==> src/hdl/assert_macros.svh <==
// Assertion macros shared by the RTL files of the spectrum colour map.
`ifndef ASSERT_MACROS_SVH
`define ASSERT_MACROS_SVH

// The consequent must hold in the same cycle as the antecedent.
`define ASSERT_IMPLIES(label, clk, rst_n, ante, cons, msg) \
    label: assert property (@(posedge clk) disable iff (!(rst_n)) (ante) |-> (cons)) \
        else $error(msg);

// The consequent must hold in the cycle after the antecedent.
`define ASSERT_NEXT(label, clk, rst_n, ante, cons, msg) \
    label: assert property (@(posedge clk) disable iff (!(rst_n)) (ante) |=> (cons)) \
        else $error(msg);

`endif

==> src/hdl/spvrgb_pkg.sv <==
// -----------------------------------------------------------------------------
// spvrgb_pkg
// Types and constants shared by the spectrum value to colour pipeline.
// -----------------------------------------------------------------------------
`default_nettype none

package spvrgb_pkg;

    // Field widths of the external beats.
    localparam int LEVEL_W        = 32;
    localparam int FS_W           = 32;
    localparam int CH_W           = 8;
    localparam int LEVEL_BITS_DEF = 32;

    // Full scale after reset.
    localparam logic [FS_W-1:0] FS_RESET = 32'd255;

    // Internal widths: band edges reach 400 * full_scale, ramp denominators
    // reach 70 * full_scale, and the scaled numerator reaches 255 times that.
    localparam int EDGE_W = FS_W + 9;
    localparam int DEN_W  = FS_W + 7;
    localparam int REM_W  = DEN_W + 8;
    localparam int QUO_W  = CH_W;

    // Colour band of a wavelength.
    typedef enum logic [2:0] {
        BAND_VIOLET,
        BAND_BLUE,
        BAND_CYAN,
        BAND_GREEN,
        BAND_YELLOW,
        BAND_RED,
        BAND_BLACK
    } t_band;

    // Beat payloads of the external channels.
    typedef struct packed {
        logic [LEVEL_W-1:0] level;
    } t_level_beat;

    typedef struct packed {
        logic [CH_W-1:0] red;
        logic [CH_W-1:0] green;
        logic [CH_W-1:0] blue;
    } t_rgb_beat;

    typedef struct packed {
        logic [FS_W-1:0] full_scale;
    } t_cfg_beat;

    // Beats into and out of the ramp divider.
    typedef struct packed {
        t_band            band;
        logic [REM_W-1:0] dividend;
        logic [DEN_W-1:0] divisor;
    } t_div_in;

    typedef struct packed {
        t_band            band;
        logic [QUO_W-1:0] quo;
    } t_div_out;

endpackage

`default_nettype wire

==> src/hdl/spvrgb_div.sv <==
// -----------------------------------------------------------------------------
// spvrgb_div
// Pipelined restoring divider: one quotient bit per stage, eight stages,
// for a quotient known to be below 256. Carries the colour band alongside.
// -----------------------------------------------------------------------------
`default_nettype none
`include "assert_macros.svh"

module spvrgb_div
    import spvrgb_pkg::*;
(
    input  wire logic     i_clk,
    input  wire logic     i_rst_n,
    input  wire logic     i_in_valid,
    output logic          o_in_ready,
    input  wire t_div_in  i_in,
    output logic          o_out_valid,
    input  wire logic     i_out_ready,
    output t_div_out      o_out
);

    localparam int STAGES = QUO_W;

    // Stage registers.
    logic [STAGES-1:0] r_vld;
    logic [REM_W-1:0]  r_rem  [STAGES];
    logic [DEN_W-1:0]  r_den  [STAGES];
    logic [QUO_W-1:0]  r_quo  [STAGES];
    t_band             r_band [STAGES];

    // Values presented to each stage and its next values.
    logic [STAGES:0]   rdy;
    logic [STAGES-1:0] p_vld;
    logic [REM_W-1:0]  p_rem  [STAGES];
    logic [DEN_W-1:0]  p_den  [STAGES];
    logic [QUO_W-1:0]  p_quo  [STAGES];
    t_band             p_band [STAGES];
    logic [REM_W-1:0]  n_rem  [STAGES];
    logic [QUO_W-1:0]  n_quo  [STAGES];

    // A stage takes a beat when it is empty or its successor moves on.
    always_comb begin
        rdy[STAGES] = i_out_ready;
        for (int j = STAGES - 1; j >= 0; j--) begin
            rdy[j] = !r_vld[j] || rdy[j+1];
        end
    end

    // Stage inputs: the port for the first stage, the previous stage otherwise.
    always_comb begin
        for (int j = 0; j < STAGES; j++) begin
            if (j == 0) begin
                p_vld[j]  = i_in_valid;
                p_rem[j]  = i_in.dividend;
                p_den[j]  = i_in.divisor;
                p_quo[j]  = '0;
                p_band[j] = i_in.band;
            end else begin
                p_vld[j]  = r_vld[j-1];
                p_rem[j]  = r_rem[j-1];
                p_den[j]  = r_den[j-1];
                p_quo[j]  = r_quo[j-1];
                p_band[j] = r_band[j-1];
            end
        end
    end

    // One trial subtraction of the shifted divisor per stage, MSB first.
    always_comb begin
        logic [REM_W-1:0] shifted;
        logic             ge;
        for (int j = 0; j < STAGES; j++) begin
            shifted  = REM_W'(p_den[j]) << (STAGES - 1 - j);
            ge       = (p_rem[j] >= shifted);
            n_rem[j] = ge ? (p_rem[j] - shifted) : p_rem[j];
            n_quo[j] = {p_quo[j][QUO_W-2:0], ge};
        end
    end

    // Valid bits.
    always_ff @(posedge i_clk) begin
        if (!i_rst_n) begin
            r_vld <= '0;
        end else begin
            for (int j = 0; j < STAGES; j++) begin
                if (rdy[j]) begin
                    r_vld[j] <= p_vld[j];
                end
            end
        end
    end

    // Payload moves with its valid bit.
    always_ff @(posedge i_clk) begin
        for (int j = 0; j < STAGES; j++) begin
            if (rdy[j] && p_vld[j]) begin
                r_rem[j]  <= n_rem[j];
                r_den[j]  <= p_den[j];
                r_quo[j]  <= n_quo[j];
                r_band[j] <= p_band[j];
            end
        end
    end

    assign o_in_ready  = rdy[0];
    assign o_out_valid = r_vld[STAGES-1];
    assign o_out.band  = r_band[STAGES-1];
    assign o_out.quo   = r_quo[STAGES-1];

    // The input only blocks when every stage holds a beat.
    `ASSERT_IMPLIES(a_div_full_when_blocked, i_clk, i_rst_n, !o_in_ready, &r_vld, "divider blocked with a free stage")
    // A stalled result keeps its quotient.
    `ASSERT_NEXT(a_div_stall_holds, i_clk, i_rst_n, r_vld[STAGES-1] && !i_out_ready, r_vld[STAGES-1] && $stable(r_quo[STAGES-1]), "divider result lost under stall")

endmodule

`default_nettype wire

==> config.mk <==
export PLATFORM = sky130hd
export DESIGN_NAME = spvrgb_div
export DESIGN_NICKNAME = d
export VERILOG_FILES = /design/src/hdl/spvrgb_pkg.sv /design/src/hdl/spvrgb_div.sv
export VERILOG_INCLUDE_DIRS = /design/src /design/src/hdl
export SDC_FILE = /design/constraint.sdc
export NUM_CORES = 1
export LEC_CHECK = 0
export BUFFER_PORTS_ARGS = -buffer_cell sky130_fd_sc_hd__buf_2
export CAP_MARGIN = 20
export CELL_PAD_IN_SITES_DETAIL_PLACEMENT = 1
export CELL_PAD_IN_SITES_GLOBAL_PLACEMENT = 1
export CORE_AREA = 4 4 383 272
export CTS_CLUSTER_DIAMETER = 30
export DETAILED_ROUTE_END_ITERATION = 8
export DIE_AREA = 0 0 387 276
export PLACE_DENSITY = 0.73
export SYNTH_ARGS = -nofsm -noshare
export SYNTH_HDL_FRONTEND = slang
export SYNTH_SLANG_ARGS = --single-unit
==> constraint.sdc <==
create_clock -name i_clk -period 9.35 [get_ports i_clk]
set_clock_uncertainty 0.2 [all_clocks]
set_input_delay 0.4675 -clock i_clk [delete_from_list [all_inputs] [get_ports i_clk]]
set_output_delay 0.4675 -clock i_clk [all_outputs]
set_load 0.005 [all_outputs]
==> results.sh <==
export IMPL_status="finished, final reports clean"
export IMPL_rows=98
export IMPL_fillers=10900
export IMPL_placed_area_sq_mm=0.0428
export IMPL_totalWireLength_um=110000
export IMPL_peakVddDrop_mv=0.140
export IMPL_num_vias=30100
export IMPL_gr_total_overflow=0
export IMPL_dr_pass1_iters=5
export IMPL_start_kind="input port"
export IMPL_slew_headroom=0.220
export IMPL_hpwl_um=83600
export IMPL_timing_final_crit_share=0.510
export IMPL_root_buffer="clkbuf_16"
export IMPL_cts_resized=0
export IMPL_drt_iter0_drc=1497
export IMPL_drcViolationCount=0
export IMPL_grt_pass1_vias=31300
export IMPL_crit_path_max_incr_delay_ns=0.73
export IMPL_critPathKind="in2reg"
export IMPL_synth_ff_type="edfxtp_1"
export IMPL_hp_class="reg2reg"
export IMPL_viasPerCell=5.41
export IMPL_synth_seq_cells=670
export IMPL_numCtsBuffers=135
export IMPL_finalMaxSlewViolations=0
export IMPL_rsz0062_at_grt="false"
export IMPL_synth_area_leaders="edfxtp_1, ha_1, a21oi_1"
export IMPL_dp_cells=5227
export IMPL_fmax_mhz=210
export IMPL_cts_max_level=4
export IMPL_cp_max_fo=66
export IMPL_cpMaxStageDelayCell="a2111oi_0"
export IMPL_crit_arrival_ns=5.03
export IMPL_worst_slack_ns=4.58
export IMPL_syn_mean_instance_area_sq_um=10.5
export IMPL_cap_violations=0
export IMPL_die_area_sq_mm=0.107
export IMPL_pre_cts_slack_ns=4.53
export IMPL_dieWidth_um=387
export IMPL_antenna_found_initial=3
export IMPL_setup_violations=0
export IMPL_synth_edf_count=662
export IMPL_cellPowerDensity_mw_per_mm2=201
export IMPL_ant_nets=0
export IMPL_clk_pin_slew_ns=0.04
export IMPL_layout_min_cycle_time_ns=4.77
export IMPL_fin_cells=5566
export IMPL_synth_top_area_share=0.486
export IMPL_synth_top_area_cell="edfxtp_1"
export IMPL_cts_tree="yes"
export IMPL_insertion_delay_ns=0.75
export IMPL_synth_warnings=0
export IMPL_n_antenna_cell=0
export IMPL_syn_num_nets=4297
export IMPL_worstSetupEndpointType="register"
export IMPL_fin_area_sq_mm=0.0482
export IMPL_cts_hold_buf=93
export IMPL_cp_required_ns=9.62
export IMPL_core_sq_mm=0.101
export IMPL_grt_usage=0.206
export IMPL_cts_setup_buffers=0
export IMPL_hold_slack_ns=0.214
export IMPL_grt_max_degree=82
export IMPL_cts_sinks=670
export IMPL_gp_congestion=0.911
export IMPL_worst_pin_slew_ns=1.16
export IMPL_areaGrowthSynthToFinish_pct=17.9
export IMPL_die_h_um=276
export IMPL_max_clock_path_buffers=3
export IMPL_ys_seq_area_frac=0.490
export IMPL_hold_violations=0
export IMPL_portBuffers=105
export IMPL_fin_setup_tns_ns=0
export IMPL_syn_area_sq_mm=0.0409
export IMPL_syn_instance_count=3885
export IMPL_avgRoutedWirePerCell_um=19.8
export IMPL_nets=4519
export IMPL_async_reset_ff_frac=0
export IMPL_grt_first_pass_wirelength_um=177000
export IMPL_ios=106
export IMPL_p_leak_uw=0.0195
export IMPL_ys_types=100
export IMPL_layout_drive_gt1_share=0.106
export IMPL_crit_chain="dlygate4sd3_1 -> buf_2 -> inv_1 -> ha_1 -> nand2_1 -> o21bai_1 -> nand3_1 -> a2111oi_0 -> o21ai_1 -> a21oi_2 -> a32oi_1 -> o211ai_4 -> buf_4 -> mux2_2"
export IMPL_start_util=0.406
## layout by cell type (no fill, tap or decap), types with 25 or more instances in the layout
cell type / instances
xnor2_1: 155
nand4_1: 62
and3_1: 38
a31oi_1: 35
clkbuf_16: 136
a21oi_1: 399
buf_2: 105
nor3_1: 44
inv_1: 393
a211oi_1: 26
mux2_2: 43
nor2b_1: 31
o21bai_1: 50
a21o_1: 176
nor2_1: 243
o21a_1: 31
dlygate4sd3_1: 93
nand3_1: 69
nor4_1: 25
edfxtp_1: 662
nand2b_1: 31
o21ai_0: 210
nand2_1: 263
xor2_1: 113
ha_1: 312
mux2_1: 41
## kinds of logic (layout without fill, tap and decap cells)
kind of cell	after synthesis	count (layout)	synth area share
compound gates	1119	1119	0.173
simple gates	901	901	0.107
flops	670	670	0.490
buf+inv	521	852	0.0504
fa+ha+maj	319	319	0.0988
xor+xnor	268	268	0.0574
mux	87	87	0.0238
## through the flow
step,utilization,total power [uW]
after floorplan,-,4600
after global placement,0.424,4910
after detailed placement,0.424,4950
after CTS,0.478,9780
after global routing,0.478,10100
final,0.478,9680
## final timing paths
kind	from	cells after the start	slack [ns]	endpoint
worst max-delay path	i_in[3]	14	4.58	r_rem[0][11]$_DFFE_PP_
worst min-delay path	r_quo[1][18]$_DFFE_PP_	0	0.21	r_quo[1][27]$_DFFE_PP_
worst max register to register	r_den[5][0]$_DFFE_PP_	13	4.67	r_rem[6][40]$_DFFE_PP_
worst min register to register	r_quo[1][18]$_DFFE_PP_	0	0.21	r_quo[1][27]$_DFFE_PP_
## synthesized netlist by cell type, types with 7 or more instances
cell       instances
a31o_2             8
a41oi_1            8
and2_1            21
a211oi_1          26
clkbuf_1          77
o21a_1            31
a21o_1           176
nand2_1          263
o31a_1             7
nor2b_1           35
a211o_1           10
a31oi_1           36
dfxtp_1            8
nand4b_1          12
o31ai_1           13
a21oi_1          399
ha_1             312
inv_1            393
nor4_1            25
o21ai_0          210
o211ai_1          22
a21boi_0          14
edfxtp_1         662
mux2_1            41
buf_4              7
fa_1               7
xor2_1           113
nor3_1            44
xnor2_1          155
nor2_1           243
mux2_2            43
nand3b_1           7
nand3_1           69
o21ai_1           13
o2111ai_1          7
buf_2             37
o21bai_1          50
nand4_1           62
nand2b_1          32
and4_1             9
and3_1            38
## layout make-up
class                   instances  area, sq um  area share
repair buffers                213         1570      0.0325
flip-flops and latches        670        20000       0.415
multi-input cells            2694        18900       0.392
clock inverters                97         1090      0.0225
inverters                     393         1480      0.0306
well taps                    1350         1690      0.0350
clock buffers                 149         3450      0.0716
## flip-flops by register name, indices dropped and copies added, names as in the netlist
| signal | flops |
|---|---|
| r_vld | 8 |
| r_den | 273 |
| r_quo | 36 |
| r_band | 24 |
| r_rem | 329 |
## routing by layer
layer | GRT usage | part of all wire | up-vias
met5 | 0 | 0 | -
met4 | 0.0819 | 0.034 | 0
met3 | 0.0307 | 0.042 | 183
met2 | 0.303 | 0.42 | 666
met1 | 0.305 | 0.50 | 14500
li1 | - | - | 14700
## critical path, delay by kind of cell
kind | cells | cell delay, ns
AO/OA/AOI/OAI | 6 | 2.00
adder cells (fa/ha/maj) | 1 | 0.36
buffers and inverters | 4 | 1.30
multiplexers | 1 | 0.42
AND/OR/NAND/NOR | 2 | 0.43
## power breakdown
part	switching, uW	internal [uW]
Combinational	791	581
Sequential	96.4	3490
Clock	1680	3040
Power figures use the tool's default switching activity.
